### config.mk
export PLATFORM = sky130hd
export DESIGN_NAME = block_mapping_flash_translation
export DESIGN_NICKNAME = d
export VERILOG_FILES = /design/src/hdl/bmft_pkg.sv /design/src/hdl/bmft_ram.sv /design/src/hdl/block_mapping_flash_translation.sv
export SDC_FILE = /design/constraint.sdc
export NUM_CORES = 1
export LEC_CHECK = 0
export ABC_AREA = 0
export BUFFER_PORTS_ARGS = -buffer_cell sky130_fd_sc_hd__buf_2
export CAP_MARGIN = 25
export CORE_ASPECT_RATIO = 0.5
export CORE_MARGIN = 5
export CORE_UTILIZATION = 60
export DETAILED_ROUTE_END_ITERATION = 6
export PLACE_DENSITY = 0.76
export SYNTH_ARGS = -nofsm -noshare
export SYNTH_HDL_FRONTEND = slang
export SYNTH_SLANG_ARGS = --single-unit
### constraint.sdc
create_clock -name clk -period 6.5 [get_ports clk]
set_clock_uncertainty 0.2 [all_clocks]
set_input_delay 0.975 -clock clk [delete_from_list [all_inputs] [get_ports clk]]
set_output_delay 0.975 -clock clk [all_outputs]
set_load 0.02 [all_outputs]
### src/hdl/bmft_pkg.sv
`default_nettype none

package bmft_pkg;

	// Fixed field widths
	localparam int SECTOR_W = 10;
	localparam int ADDR_W   = 10;
	localparam int CMD_W    = 3;

	// Default geometry
	localparam int PAGES_PER_BLK_DEF = 16;
	localparam int BLOCK_COUNT_DEF   = 64;

	// Flash command codes
	localparam logic [CMD_W-1:0] CMD_READ     = 3'd0;
	localparam logic [CMD_W-1:0] CMD_PROG     = 3'd1;
	localparam logic [CMD_W-1:0] CMD_COPY     = 3'd2;
	localparam logic [CMD_W-1:0] CMD_ERASE    = 3'd3;
	localparam logic [CMD_W-1:0] CMD_REJECT   = 3'd4;
	localparam logic [CMD_W-1:0] CMD_UNMAPPED = 3'd5;

	// Request mode
	localparam logic MODE_READ  = 1'b0;
	localparam logic MODE_WRITE = 1'b1;

	typedef struct packed {
		logic                mode;
		logic [SECTOR_W-1:0] sector;
	} req_t;

	typedef struct packed {
		logic [CMD_W-1:0]  command;
		logic [ADDR_W-1:0] target_addr;
		logic [ADDR_W-1:0] source_addr;
		logic              last;
	} rsp_t;

endpackage

`default_nettype wire

### src/hdl/bmft_ram.sv
`default_nettype none

module bmft_ram #(
	parameter int WIDTH = 8,
	parameter int DEPTH = 64
) (
	input  wire logic                     clk,
	input  wire logic                     wr_en,
	input  wire logic [$clog2(DEPTH)-1:0] wr_addr,
	input  wire logic [WIDTH-1:0]         wr_data,
	input  wire logic [$clog2(DEPTH)-1:0] rd_addr,
	output logic      [WIDTH-1:0]         rd_data
);

	logic [WIDTH-1:0] mem_q [DEPTH];

	// Write one entry, read one entry with registered data
	always_ff @(posedge clk) begin
		if (wr_en) begin
			mem_q[wr_addr] <= wr_data;
		end
		rd_data <= mem_q[rd_addr];
	end

endmodule

`default_nettype wire

### src/hdl/block_mapping_flash_translation.sv
// Sequence: a reject gives its single transfer after the divide and remainder steps, a
//   read or a first write to a block after the map lookup as well, a write to a free page
//   of a mapped block after the used-page check too; an overwrite gives its copies, its
//   program and its erase. A new request is taken only in idle; the overwrite page scan
//   visits one page per cycle unless a copy stalls, adding the page to precomputed bases.
// Reset: asynchronous, active low; a clearing pass then marks every block map entry unmapped,
//   and requests are stalled until it ends.
`default_nettype none

module block_mapping_flash_translation
	import bmft_pkg::*;
#(
	parameter int PAGES_PER_BLK = PAGES_PER_BLK_DEF,
	parameter int BLOCK_COUNT   = BLOCK_COUNT_DEF
) (
	input  wire logic clk,
	input  wire logic arst_n,
	input  wire logic req_valid,
	output logic      req_stall,
	input  wire req_t req_data,
	output logic      rsp_valid,
	input  wire logic rsp_stall,
	output rsp_t      rsp_data
);

	localparam int BLK_W   = $clog2(BLOCK_COUNT);
	localparam int OFF_W   = $clog2(PAGES_PER_BLK);
	localparam int DIV_SH  = 16;
	localparam int RECIP   = (2**DIV_SH + PAGES_PER_BLK - 1) / PAGES_PER_BLK;
	localparam int MB_W    = 16;
	localparam int PROD_W  = SECTOR_W + MB_W;
	localparam logic [BLK_W-1:0]  LAST_BLK  = BLK_W'(BLOCK_COUNT - 1);
	localparam logic [OFF_W-1:0]  LAST_PAGE = OFF_W'(PAGES_PER_BLK - 1);
	localparam logic [SECTOR_W:0] LBN_LIMIT = (SECTOR_W+1)'(BLOCK_COUNT - 1);

	typedef enum logic [12:0] {
		S_CLEAR = 13'b0000000000001,
		S_IDLE  = 13'b0000000000010,
		S_DIV   = 13'b0000000000100,
		S_REM   = 13'b0000000001000,
		S_MAP   = 13'b0000000010000,
		S_USED  = 13'b0000000100000,
		S_BASE  = 13'b0000001000000,
		S_EMIT  = 13'b0000010000000,
		S_SPB   = 13'b0000100000000,
		S_PBB   = 13'b0001000000000,
		S_COPY  = 13'b0010000000000,
		S_PROG2 = 13'b0100000000000,
		S_ERASE = 13'b1000000000000
	} state_t;

	state_t state_q;

	// Control state
	logic [BLK_W-1:0] next_free_q;
	logic [BLK_W-1:0] spare_q;
	logic [BLK_W-1:0] clr_idx_q;

	// Request payload and working registers
	logic                     mode_q;
	logic [SECTOR_W-1:0]      sector_q;
	logic [SECTOR_W-1:0]      lbn_q;
	logic [OFF_W-1:0]         off_q;
	logic [BLK_W-1:0]         pbn_q;
	logic [CMD_W-1:0]         cmd_q;
	logic [PAGES_PER_BLK-1:0] used_q;
	logic [ADDR_W-1:0]        sbase_q;
	logic [ADDR_W-1:0]        pbase_q;
	logic [OFF_W-1:0]         page_q;

	// Output register
	logic rsp_valid_q;
	rsp_t rsp_q;
	logic can_load;
	logic rsp_load;
	rsp_t rsp_next;

	// Shared multiplier
	logic [SECTOR_W-1:0] mul_a;
	logic [MB_W-1:0]     mul_b;
	logic [PROD_W-1:0]   prod;

	// Memories
	logic                     map_wr_en;
	logic [BLK_W-1:0]         map_wr_addr;
	logic [BLK_W:0]           map_wr_data;
	logic [BLK_W:0]           map_rd_data;
	logic                     pg_wr_en;
	logic [BLK_W-1:0]         pg_wr_addr;
	logic [PAGES_PER_BLK-1:0] pg_wr_data;
	logic [PAGES_PER_BLK-1:0] pg_rd_data;

	logic [BLK_W-1:0]         lbn_idx;
	logic                     map_unmapped;
	logic [PAGES_PER_BLK-1:0] page_bit;
	logic                     copy_hit;
	logic                     lbn_reserved;
	logic [SECTOR_W-1:0]      rem_diff;

	assign lbn_idx      = lbn_q[BLK_W-1:0];
	assign map_unmapped = map_rd_data[BLK_W];
	assign page_bit     = PAGES_PER_BLK'(1) << off_q;
	assign copy_hit     = used_q[page_q] && (page_q != off_q);
	assign lbn_reserved = {1'b0, lbn_q} >= LBN_LIMIT;
	assign rem_diff     = sector_q - prod[SECTOR_W-1:0];
	assign can_load     = !rsp_valid_q || !rsp_stall;
	assign req_stall    = (state_q != S_IDLE);
	assign rsp_valid    = rsp_valid_q;
	assign rsp_data     = rsp_q;

	// Select multiplier operands per step
	always_comb begin
		mul_a = sector_q;
		mul_b = MB_W'(PAGES_PER_BLK);
		case (state_q)
			S_DIV: begin
				mul_a = sector_q;
				mul_b = MB_W'(RECIP);
			end
			S_REM: begin
				mul_a = lbn_q;
			end
			S_SPB: begin
				mul_a = SECTOR_W'(spare_q);
			end
			S_BASE, S_PBB: begin
				mul_a = SECTOR_W'(pbn_q);
			end
			default: begin
				mul_a = sector_q;
			end
		endcase
	end

	assign prod = PROD_W'(mul_a) * PROD_W'(mul_b);

	// Block map: logical block to physical block plus unmapped flag
	always_comb begin
		map_wr_en   = 1'b0;
		map_wr_addr = lbn_idx;
		map_wr_data = {1'b0, next_free_q};
		case (state_q)
			S_CLEAR: begin
				map_wr_en   = 1'b1;
				map_wr_addr = clr_idx_q;
				map_wr_data = {1'b1, {BLK_W{1'b0}}};
			end
			S_MAP: begin
				map_wr_en = (mode_q == MODE_WRITE) && map_unmapped && (next_free_q != LAST_BLK);
			end
			S_PROG2: begin
				map_wr_en   = 1'b1;
				map_wr_data = {1'b0, spare_q};
			end
			default: begin
				map_wr_en = 1'b0;
			end
		endcase
	end

	// Used-page bitmap per physical block
	always_comb begin
		pg_wr_en   = 1'b0;
		pg_wr_addr = pbn_q;
		pg_wr_data = pg_rd_data | page_bit;
		case (state_q)
			S_MAP: begin
				pg_wr_en   = (mode_q == MODE_WRITE) && map_unmapped && (next_free_q != LAST_BLK);
				pg_wr_addr = next_free_q;
				pg_wr_data = page_bit;
			end
			S_USED: begin
				pg_wr_en = !pg_rd_data[off_q];
			end
			S_PROG2: begin
				pg_wr_en   = 1'b1;
				pg_wr_addr = spare_q;
				pg_wr_data = used_q;
			end
			S_ERASE: begin
				pg_wr_en   = 1'b1;
				pg_wr_data = '0;
			end
			default: begin
				pg_wr_en = 1'b0;
			end
		endcase
	end

	bmft_ram #(
		.WIDTH (BLK_W + 1),
		.DEPTH (BLOCK_COUNT)
	) u_map_ram (
		.clk     (clk),
		.wr_en   (map_wr_en),
		.wr_addr (map_wr_addr),
		.wr_data (map_wr_data),
		.rd_addr (lbn_idx),
		.rd_data (map_rd_data)
	);

	bmft_ram #(
		.WIDTH (PAGES_PER_BLK),
		.DEPTH (BLOCK_COUNT)
	) u_page_ram (
		.clk     (clk),
		.wr_en   (pg_wr_en),
		.wr_addr (pg_wr_addr),
		.wr_data (pg_wr_data),
		.rd_addr (map_rd_data[BLK_W-1:0]),
		.rd_data (pg_rd_data)
	);

	// Build the next command transfer
	always_comb begin
		rsp_load = 1'b0;
		rsp_next = '0;
		case (state_q)
			S_EMIT: begin
				rsp_load         = can_load;
				rsp_next.command = cmd_q;
				rsp_next.last    = 1'b1;
			end
			S_BASE: begin
				rsp_load             = can_load;
				rsp_next.command     = cmd_q;
				rsp_next.target_addr = prod[ADDR_W-1:0] + ADDR_W'(off_q);
				rsp_next.last        = 1'b1;
			end
			S_COPY: begin
				rsp_load             = can_load && copy_hit;
				rsp_next.command     = CMD_COPY;
				rsp_next.target_addr = sbase_q + ADDR_W'(page_q);
				rsp_next.source_addr = pbase_q + ADDR_W'(page_q);
			end
			S_PROG2: begin
				rsp_load             = can_load;
				rsp_next.command     = CMD_PROG;
				rsp_next.target_addr = sbase_q + ADDR_W'(off_q);
			end
			S_ERASE: begin
				rsp_load             = can_load;
				rsp_next.command     = CMD_ERASE;
				rsp_next.target_addr = ADDR_W'(pbn_q);
				rsp_next.last        = 1'b1;
			end
			default: begin
				rsp_load = 1'b0;
			end
		endcase
	end

	// Sequencer and allocation state
	always_ff @(posedge clk or negedge arst_n) begin
		if (!arst_n) begin
			state_q     <= S_CLEAR;
			next_free_q <= '0;
			spare_q     <= LAST_BLK;
			clr_idx_q   <= '0;
			rsp_valid_q <= 1'b0;
		end else begin
			// Hold a stalled transfer, drop a taken one
			if (rsp_load) begin
				rsp_valid_q <= 1'b1;
			end else if (!rsp_stall) begin
				rsp_valid_q <= 1'b0;
			end

			case (state_q)
				S_CLEAR: begin
					clr_idx_q <= clr_idx_q + 1'b1;
					if (clr_idx_q == LAST_BLK) begin
						state_q <= S_IDLE;
					end
				end
				S_IDLE: begin
					if (req_valid) begin
						state_q <= S_DIV;
					end
				end
				S_DIV: begin
					state_q <= S_REM;
				end
				S_REM: begin
					state_q <= lbn_reserved ? S_EMIT : S_MAP;
				end
				S_MAP: begin
					if (mode_q == MODE_READ) begin
						state_q <= map_unmapped ? S_EMIT : S_BASE;
					end else if (map_unmapped) begin
						if (next_free_q == LAST_BLK) begin
							state_q <= S_EMIT;
						end else begin
							next_free_q <= next_free_q + 1'b1;
							state_q     <= S_BASE;
						end
					end else begin
						state_q <= S_USED;
					end
				end
				S_USED: begin
					state_q <= pg_rd_data[off_q] ? S_SPB : S_BASE;
				end
				S_BASE, S_EMIT: begin
					if (can_load) begin
						state_q <= S_IDLE;
					end
				end
				S_SPB: begin
					state_q <= S_PBB;
				end
				S_PBB: begin
					state_q <= S_COPY;
				end
				S_COPY: begin
					if ((!copy_hit || can_load) && (page_q == LAST_PAGE)) begin
						state_q <= S_PROG2;
					end
				end
				S_PROG2: begin
					if (can_load) begin
						state_q <= S_ERASE;
					end
				end
				S_ERASE: begin
					if (can_load) begin
						spare_q <= pbn_q;
						state_q <= S_IDLE;
					end
				end
				default: begin
					state_q <= S_IDLE;
				end
			endcase
		end
	end

	// Working registers of the current request
	always_ff @(posedge clk) begin
		if (rsp_load) begin
			rsp_q <= rsp_next;
		end
		case (state_q)
			S_IDLE: begin
				mode_q   <= req_data.mode;
				sector_q <= req_data.sector;
			end
			S_DIV: begin
				lbn_q <= prod[DIV_SH +: SECTOR_W];
			end
			S_REM: begin
				off_q <= rem_diff[OFF_W-1:0];
				cmd_q <= CMD_REJECT;
			end
			S_MAP: begin
				if (mode_q == MODE_READ) begin
					pbn_q <= map_rd_data[BLK_W-1:0];
					cmd_q <= map_unmapped ? CMD_UNMAPPED : CMD_READ;
				end else if (map_unmapped) begin
					pbn_q <= next_free_q;
					cmd_q <= (next_free_q == LAST_BLK) ? CMD_REJECT : CMD_PROG;
				end else begin
					pbn_q <= map_rd_data[BLK_W-1:0];
					cmd_q <= CMD_PROG;
				end
			end
			S_USED: begin
				used_q <= pg_rd_data;
			end
			S_SPB: begin
				sbase_q <= prod[ADDR_W-1:0];
			end
			S_PBB: begin
				pbase_q <= prod[ADDR_W-1:0];
				page_q  <= '0;
			end
			S_COPY: begin
				if ((!copy_hit || can_load) && (page_q != LAST_PAGE)) begin
					page_q <= page_q + 1'b1;
				end
			end
			default: begin
				cmd_q <= cmd_q;
			end
		endcase
	end

`ifndef SYNTHESIS
	// An erase always closes its request
	a_erase_last: assert property (@(posedge clk) disable iff (!arst_n)
		(rsp_valid && rsp_data.command == CMD_ERASE) |-> rsp_data.last)
		else $error("erase transfer without last");

	// A copy never closes its request
	a_copy_not_last: assert property (@(posedge clk) disable iff (!arst_n)
		(rsp_valid && rsp_data.command == CMD_COPY) |-> !rsp_data.last)
		else $error("copy transfer marked last");

	// The spare is the reserved block or one already handed out
	a_spare_known: assert property (@(posedge clk) disable iff (!arst_n)
		(spare_q == LAST_BLK) || (spare_q < next_free_q))
		else $error("spare block lies in the never-used range");

	// A request is only taken after the clearing pass
	a_no_req_in_clear: assert property (@(posedge clk) disable iff (!arst_n)
		(state_q == S_DIV) |-> ($past(state_q) == S_IDLE))
		else $error("request started outside idle");
`endif

endmodule

`default_nettype wire
== Word level (Yosys, flattened, before mapping) ==
Memory sizes are Yosys's and may differ from the RTL's. A register that Yosys moved wholly into a read port is not among the register bits.
Index checks and enable logic that the tools add are counted.
Storage, ports and cells
  flip-flop bits (word level): 130
  bits in writable memories: 1472
  input bits: 15
  output and inout port bits: 26
  word-level logic and storage cells: 130
  memories: 2
Operators by class
  add/subtract/negate cells: 8
  multipliers: 1
  $lt $le $gt $ge: 3
  equality and inequality tests: 27
  shifts and indexed selects: 1
  muxes and demuxes: 43
  bitwise operators: 2
  reductions and logical operators: 24
Memory list
  u_page_ram.mem_q: words 64, width 16, read ports 1, clocked after Yosys merged registers in 1, wr ports 1, RTL line bmft_ram.sv:15  | logic [WIDTH-1:0] mem_q [DEPTH];
  u_map_ram.mem_q: words 64, width 7, read ports 1, clocked after Yosys merged registers in 1, wr ports 1, RTL line bmft_ram.sv:15
Operators by type and width (count)
  one-hot mux 13 bit (11 select lines): 1
  2-to-1 mux 13 bit: 8
  one-hot mux 16 bit (3 select lines): 1
  adder 10 x 4 -> 10 bit: 4
  one-hot mux 10 bit (4 select lines): 1
  one-hot mux 10 bit (3 select lines): 1
  2-to-1 mux 8 bit: 3
  multiplier 10 x 13 -> 23 bit: 1
  2-to-1 mux 6 bit: 3
  OR 16 bit: 1
  << shifter 1 x 4 -> 16 bit, first input constant: 1
  one-hot mux 7 bit (2 select lines): 1
  == test 13 x 1 -> 1 bit, second input constant: 1
  == test 13 x 10 -> 1 bit, second input constant: 1
  == test 13 x 11 -> 1 bit, second input constant: 1
  == test 13 x 12 -> 1 bit, second input constant: 1
  == test 13 bit, second input constant: 1
  == test 13 x 2 -> 1 bit, second input constant: 1
  == test 13 x 3 -> 1 bit, second input constant: 1
  == test 13 x 4 -> 1 bit, second input constant: 1
  == test 13 x 5 -> 1 bit, second input constant: 1
  == test 13 x 6 -> 1 bit, second input constant: 1
  == test 13 x 7 -> 1 bit, second input constant: 1
  == test 13 x 8 -> 1 bit, second input constant: 1
  36 further kinds: 71

== Longest topological paths before layout ==
Gate-level depths: netlist (run 1).
  word-level depth: 8
  mapped depth: 17
  depth with buffers taken out: 16

== By module ==
Synthesis (run 1) repeated with hierarchy kept, for this count alone.
Unflattened totals
  cells, all modules: 3179
  area, all modules: 63679.8 um2
By module, submodules not included
  bmft_ram at u_page_ram: times used 1, cells an instance 1829, area an instance 40042.2 um2
  bmft_ram at u_map_ram: times used 1, cells an instance 827, area an instance 17635.7 um2
  block_mapping_flash_translation: times used 1, cells an instance 523, area an instance 6002.0 um2

== Least setup slack after synthesis (run 1) ==
No wires, ideal clock.
  kind: reg-to-reg
  start: register state_q[12]
  end: memory u_page_ram.mem_q[0][10] (netlist name), data pin
  setup time: 0.702 ns
  arrival time: 3.941 ns
  data required time: 5.598 ns
  slack: 1.657 ns
  cell stages (with the launch flop): 6
  period minus slack after synthesis: 4.843 ns
  path through: dfrtp_1 > buf_2 > xnor2_1 > nor4_4 > or3b_2 > o21ai_0
On the way
  cells in the longest elaborated chain, start to end: 2
  elaborated cells between the ends (all ways): 4
  classes of those cells: eq/ne (3); mux (1)
RTL lines
  start, declared: RTL line block_mapping_flash_translation.sv:52  | state_t state_q;
  start signal, assigned: RTL line block_mapping_flash_translation.sv:285  | state_q <= lbn_reserved ? S_EMIT : S_MAP;
  start signal, assigned: RTL line block_mapping_flash_translation.sv:289  | state_q <= map_unmapped ? S_EMIT : S_BASE;
  start signal, assigned: RTL line block_mapping_flash_translation.sv:302  | state_q <= pg_rd_data[off_q] ? S_SPB : S_BASE;
  == test 13 bit (tied with other cells): RTL line block_mapping_flash_translation.sv:166  | case (state_q)
  one-hot mux 16 bit (3 select lines) *: RTL line block_mapping_flash_translation.sv:166
  named net pg_wr_data[10]: RTL line block_mapping_flash_translation.sv:90  | logic [PAGES_PER_BLK-1:0] pg_wr_data;
  end, declared: RTL line bmft_ram.sv:15
Mark *: on every way through the listed nets, which the timed path passes. The rest lies on a longest branch.

== Final worst setup path (run 1) ==
  start: register state_q[1]
  end: memory u_page_ram.mem_q[21][0] (netlist name), enable pin
On the way
  cells in the longest elaborated chain, start to end: 5
  elaborated cells between the ends (all ways): 9
  classes of those cells: eq/ne (4); mux (4); reduce/logical (1)
RTL lines
  == test 13 bit or == test 13 x 12 -> 1 bit (tied branches): RTL line block_mapping_flash_translation.sv:166
  OR reduction 2 bit (no source line)
  one-hot mux 1 bit (3 select lines): RTL line block_mapping_flash_translation.sv:166
  2-to-1 mux 1 bit: RTL line bmft_ram.sv:19  | if (wr_en) begin
  2-to-1 mux 1 bit (implied by the code): RTL line bmft_ram.sv:20  | mem_q[wr_addr] <= wr_data;
Several ways; a longest one is shown, not always the timed one.

==> run summary, run 1 <==
Hold Buf Count CTS - 0
Min Tclk post-route - 5.070 ns
CP endpoint kind - flip-flop
Power share of the clock group - 28.0%
R2r setup slk - 1.43 ns
Vias - 31490
Nets - 3133
Clk root buf - clkbuf_16
Crit-path max FO - 16
Status - complete, no violations
Pint - 20.48 mW
Final Hold Fails - 0
Worst reg-to-reg path cell count - 8
Final setup violation count - 0
Largest net degree at the start of global routing - 97
Mapped Cells - 2970
Drt wl/cell - 31.68 um
Synth area leader - edfxtp_1
Reg2reg start - state_q[1]
Crit path to - u_page_ram.mem_q[21][0]
Antenna Nets Post-Route - 0
Most common library cell in the layout ignoring fill and taps - edfxtp_1
First-pass GRT wire length - 217300 um
Final period util - 78.00%
Total gr overflow - 0
YS warnings - 0
Setup_tns - 0 ns
Slew Limit Fails - 0
Combinational share of power - 25.6%
Syn Nets - 2990
Ys async rst share - 1.984%
Clock transition at path regs - 0.07 ns
Htree depth - 4
Clk sinks - 1613
Maximum clock frequency - 197.2 MHz
Commonest non-fill, non-tap cells in the layout - edfxtp_1, mux4_2, nor2_1
Seq pwr share - 46.4%
Clk buf depth - 3
Post_cts resized - 0
Synthesized flop and latch total - 1613
Switch share - 29.80%
Die height - 239.5 um
Crit start category - flip-flop
Clk Latency, worst-skew pair - 0.75 ns
Port buffer count - 40
Die X - 469.0 um
Postcts setup bufs - 0
VDD IR max - 0.0003517 V
Avg Cell Area, Syn - 21.28 um^2
Rel. slew slack - 32.54%
Dpl hpwl - 85590 um
Unrepaired setup endpoints after global routing - no
Initial antenna violation count - 4
Least-Margin Pin Slew - 1.007 ns
CORE AREA - 0.1048 mm^2
Power Dens Cells - 415.7 mW/mm^2
CP Data Required Time - 6.76 ns
Total iterations of the first detailed-routing run - 7
CTS buffer count - 137
Area contributors post-synth - edfxtp_1, mux4_2, dfrtp_1
Setup CP Type - flip-flop to flip-flop
Power, Total - 29.17 mW
I/O pins - 41
Total Routing Usage GR - 26.83%
Final WL - 147000 um
Clock tree from TritonCTS - built
Residual DRC - 0
Max-cap violation count - 0
Share of post-route cells with drive strength above 1 - 27.29%
Register area share after synthesis - 76.04%
Crit path from - state_q[1]
Library cells used by synthesis - 76
Die area - 0.1123 mm^2
Most used DFF post-synth - edfxtp_1
R2R Path End - u_page_ram.mem_q[21][0]
1st-iter DRT viols - 4357
Area growth, synth to finish - 11.04%
Vias in the first global route - 31750
Leak Pwr - 22.74 nW
Post-synth EDFFs - 1558
Hold WS - 0.1441 ns
Vias per Instance - 6.786
WP data arrival - 5.32 ns
Final Wtd Congestion - 0.9390
Post-Syn Area - 0.06320 mm^2
Worst min path class - input port to async pin
NetSw - 8.693 mW
Share of the synthesized area in the top cell type - 74.03%
FILL cells - 6354
Initial Utilization - 60.31%
Row count - 84
[layout make-up]
class / instances / area [um^2] / share of cell area (%)
Multi-Input combinational cell: 1182 / 14530 / 20.71
Clock buffer: 186 / 3802 / 5.419
Inverter: 15 / 56.30 / 0.08024
Clock inverter: 61 / 608.1 / 0.8666
Timing Repair Buffer: 164 / 1324 / 1.886
Tap cell: 1419 / 1775 / 2.530
Sequential cell: 1613 / 48070 / 68.50
Antenna cell: 1 / 2.502 / 0.003566
[state kept, by name, indices dropped and copies added, names as in the netlist, 7 cells and up]
name                flops
state_q                13
sector_q               10
lbn_q                   7
rsp_data               24
u_map_ram.mem_q       448
u_map_ram.rd_data       7
u_page_ram.mem_q     1024
used_q                 16
u_page_ram.rd_data     16
[power by group through the flow]
| stage | registers (mW) | clock network, mW | logic [mW] |
|---|---|---|---|
| 6_report | 13.5 | 8.16 | 7.47 |
| 3_3_place_gp | 13.8 | 0 | 7.06 |
| 3_5_place_dp | 13.8 | 0 | 7.37 |
| 5_1_grt | 13.6 | 8.72 | 7.86 |
| 2_1_floorplan | 13.5 | 0 | 4.82 |
| 4_1_cts | 13.5 | 8.26 | 7.44 |
[synth_stat cells, types with 8 or more instances]
cell      number
edfxtp_1    1558
mux4_2       430
nor2_1       153
nand2_1      121
clkbuf_1      81
buf_2         60
a22oi_1       56
mux2i_1       51
nor3_1        31
nand3_1       29
o21ai_0       28
nand4_1       26
dfrtp_1       25
dfxtp_1       23
a21oi_1       21
and2_1        21
mux2_2        14
o22ai_1       14
buf_1         13
xor2_1        13
inv_1         12
nor2b_1       10
nand2b_1       9
xnor2_1        9
a221o_1        8
a22o_1         8
a31oi_1        8
and3_1         8
[layer usage]
metal  vias up  global-route usage (%)  share of wire [%]
met1     16600                   37.70                 38
met2      1890                   42.33                 49
met3       276                   6.436                 10
li1      12720                       -                  -
met5         -                       0              0.025
met4         6                   9.304                3.2
[how the worst min path moves through the flow]
| stage | slack (ns) | cells past startpoint | start | end |
|---|---|---|---|---|
| finish | 0.14 | 1 | arst_n | rsp_valid |
| global placement | 0.25 | 0 | u_page_ram.rd_data[1] | used_q[1] |
| floorplan | 0.22 | 0 | sector_q[1] | off_q[1] |
| CTS | 0.11 | 1 | arst_n | rsp_valid |
| global route | 0.17 | 1 | arst_n | rsp_valid |
| detailed placement | 0.25 | 0 | sector_q[0] | off_q[0] |
[kinds of logic (layout without fill, tap and decap cells)]
kind of cell             count (synthesis)  count (layout)  share of synthesized area, %
flip-flops                            1613            1613                         76.04
multiplexers                           495             495                         16.38
AND/OR/NAND/NOR                        466             466                         3.728
AO/OA/AOI/OAI                          194             194                         2.245
buffers and inverters                  175             426                         1.200
XOR/XNOR                                22              22                        0.3049
adder cells (fa/ha/maj)                  5               5                       0.09899
other                                    0               1                             0
[critical path, stage by stage, from the launching register on]
cell,delay [ns]
dfrtp_1,0.47
nor4_4,0.81
nand4_1,0.69
inv_2,0.52
nand2_1,0.14
nand3_1,0.30
nand4_1,0.47
nor2_1,0.86
buf_4,0.32
[metrics by stage]
stage	cell area, um^2	instances	utilization, %	setup slack (ns)
floorplan	63200	2970	-	1.657
global placement	65550	4382	62.55	1.815
detailed placement	65720	4390	62.72	1.704
CTS	70130	4637	66.92	1.682
global route	70170	4640	66.97	1.255
finish	70170	4641	66.97	1.430
Power figures use the tool's default switching activity.
==> run 2: changes to the inputs <==
Settings changed: CORE_UTILIZATION 60 to 57.
Clock period 6.5 ns to 4.3 ns, I/O delays scaled along.
==> run summary, run 2 (synthesis results as in run 1) <==
Rel. slew slack - 35.46% (+2.9 points)
Status - complete, no violations
Max-cap violation count - 0 (unchanged)
Dpl hpwl - 87430 um (+2.1%)
Crit start category - flip-flop
Final Wtd Congestion - 0.8900 (-5.2%)
Die height - 245.4 um (+2.5%)
Initial Utilization - 57.41% (-2.9 points)
Commonest non-fill, non-tap cells in the layout - edfxtp_1, mux4_2, buf_4
Least-Margin Pin Slew - 0.9636 ns (-0.04362 ns)
Initial antenna violation count - 5 (+1)
Vias - 31750 (+0.80%)
Largest net degree at the start of global routing - 103 (+6.2%)
CP max stage delay - 0.64 ns (-0.22 ns)
Crit-path cells - or4_1 -> or3_1 -> nor2_1 -> a311oi_1 -> a21boi_1 -> nor2_1 -> ha_1 -> nand2_1 -> nor2_1 -> ha_1 -> and2_1 -> o2111a_1 -> a211o_1 -> a31o_1 -> a21oi_1
Clk buf depth - 3 (unchanged)
Final WL - 147200 um (+0.13%)
Most used cell, CP - nor2_1
Maximum clock frequency - 245.8 MHz (+25%)
Setup CP Type - flip-flop to flip-flop
Clk sinks - 1613 (unchanged)
Leak Pwr - 23.05 nW (+1.4%)
Most common library cell in the layout ignoring fill and taps - edfxtp_1
Max stage delay cell, worst path - or4_1
Vias per Instance - 6.629 (-2.3%)
Final Hold Fails - 0 (unchanged)
Non-filler cells, final - 4789 (+3.2%)
FILL cells - 6971 (+9.7%)
Clk Latency, worst-skew pair - 0.76 ns (about the same)
Die area - 0.1180 mm^2 (+5.1%)
Drt wl/cell - 30.74 um (-3.0%)
Row count - 86 (+2.4%)
Max FFs per register - 1024 (unchanged)
Clock transition at path regs - 0.07 ns (about the same)
Inst Count DP - 4529 (+3.2%)
Worst min path class - input port to flip-flop
Total gr overflow - 0 (unchanged)
CTS buffer count - 137 (unchanged)
Clock tree from TritonCTS - built
Total iterations of the first detailed-routing run - 6 (-1)
I/O pins - 41 (unchanged)
First-pass GRT wire length - 218500 um (+0.54%)
Crit-path max FO - 8 (-8)
Die X - 480.9 um (+2.5%)
Power Dens Cells - 627.2 mW/mm^2 (+51%)
Postcts setup bufs - 0 (unchanged)
Clk root buf - clkbuf_16
Final setup violation count - 0 (unchanged)
Total Routing Usage GR - 25.47% (-1.4 points)
Reg with most FFs - u_page_ram.mem_q
Htree depth - 4 (unchanged)
Antenna Nets Post-Route - 0 (unchanged)
WP data arrival - 4.46 ns (-0.86 ns)
CP endpoint kind - flip-flop
Slew Limit Fails - 0 (unchanged)
Unrepaired setup endpoints after global routing - no
Inserted Diodes - 0 (-1)
Min Tclk post-route - 4.068 ns (-1.002 ns)
Nets - 3205 (+2.3%)
CP Data Required Time - 4.69 ns (-2.07 ns)
CORE AREA - 0.1101 mm^2 (+5.1%)
Power, Total - 44.35 mW (+52%)
Area growth, synth to finish - 11.88%
VDD IR max - 0.0005008 V (+42%)
Residual DRC - 0 (unchanged)
Vias in the first global route - 31820 (+0.21%)
Port buffer count - 40 (unchanged)
Final period util - 94.60% (+17 points)
1st-iter DRT viols - 4976 (+14%)
Share of post-route cells with drive strength above 1 - 28.55% (+1.3 points)
run 2: cell types whose count changed in the layout (fill, tap and decap cells not counted), sizes merged:
cell | before | now
clkbuf | 186 | 181
clkinvlp | 4 | 2
clkinv | 38 | 50
buf | 164 | 224
diode | 1 | 0
dlygate4sd3 | 0 | 12
bufinv | 11 | 6
run 2: area by class of cell:
cell class	instances	area, um^2	share of cell area [%]
timing repair buffer	236	1927	2.725
multi-input combinational	1182	14540	20.57
clock buffer	181	3720	5.261
inverter	15	56.30	0.07963
sequential	1613	48070	67.99
tap	1496	1872	2.647
clock inverter	66	515.5	0.7291
run 2: power breakdown:
group,total [mW],internal [mW],switching (mW)
clock,12.0,6.49,5.51
combinational,11.9,4.45,7.45
sequential,20.4,19.8,0.665
total,44.3,30.7,13.6
run 2: repair_timing:
| action | 4_1_cts | 5_1_grt |
|---|---|---|
| hold buffers | 12 | 0 |
| resized for setup | 0 | 2 |
| setup endpoints to repair | 0 | 4 |
| endpoints found under the hold margin | 36 | 0 |
run 2: critical path, delay by kind of cell (launching register included):
kind | cells | cell delay (ns)
AND/OR/NAND/NOR | 7 | 1.56
AO/OA/AOI/OAI | 6 | 1.25
flip-flops | 1 | 0.44
adder cells (fa/ha/maj) | 2 | 0.43
run 2: per-stage QoR:
| stage | worst slack (ns) | cell area (um^2) | TNS (ns) | utilization, % | hold slack [ns] |
|---|---|---|---|---|---|
| 6_report | 0.2321 | 70700 | 0 | 64.23 | 0.1483 |
| 5_1_grt | 0.04004 | 70700 | 0 | 64.23 | 0.1380 |
| 4_1_cts | 0.2116 | 70690 | 0 | 64.22 | 0.09193 |
| 3_5_place_dp | 0.2899 | 66330 | 0 | 60.26 | 0.2401 |
| 3_3_place_gp | 0.3730 | 66330 | 0 | 60.25 | 0.2433 |
| 2_1_floorplan | -0.5430 | 63200 | -104.26 | - | 0.1494 |
run 2: routing by layer:
| layer | GRT usage, % | share of wire, % | vias up |
|---|---|---|---|
| li1 | - | - | 12870 |
| met1 | 37.09 | 38 | 16540 |
| met2 | 39.54 | 48 | 2084 |
| met3 | 5.512 | 11 | 246 |
| met4 | 7.775 | 2.7 | 6 |
| met5 | 0 | 0.043 | - |
run 2: path summary, 6_finish.rpt:
check	from	endpoint	slack [ns]	depth (start not counted)
worst min register to register	u_page_ram.rd_data[3]	used_q[3]	0.26	0
min in group asynchronous	arst_n	rsp_valid	0.29	2
max in group asynchronous	arst_n	state_q[3]	3.11	2
worst max register to register	state_q[5]	lbn_q[4]	0.23	15
worst max-delay path	state_q[5]	lbn_q[4]	0.23	15
worst min-delay path	req_valid	state_q[1]	0.15	3
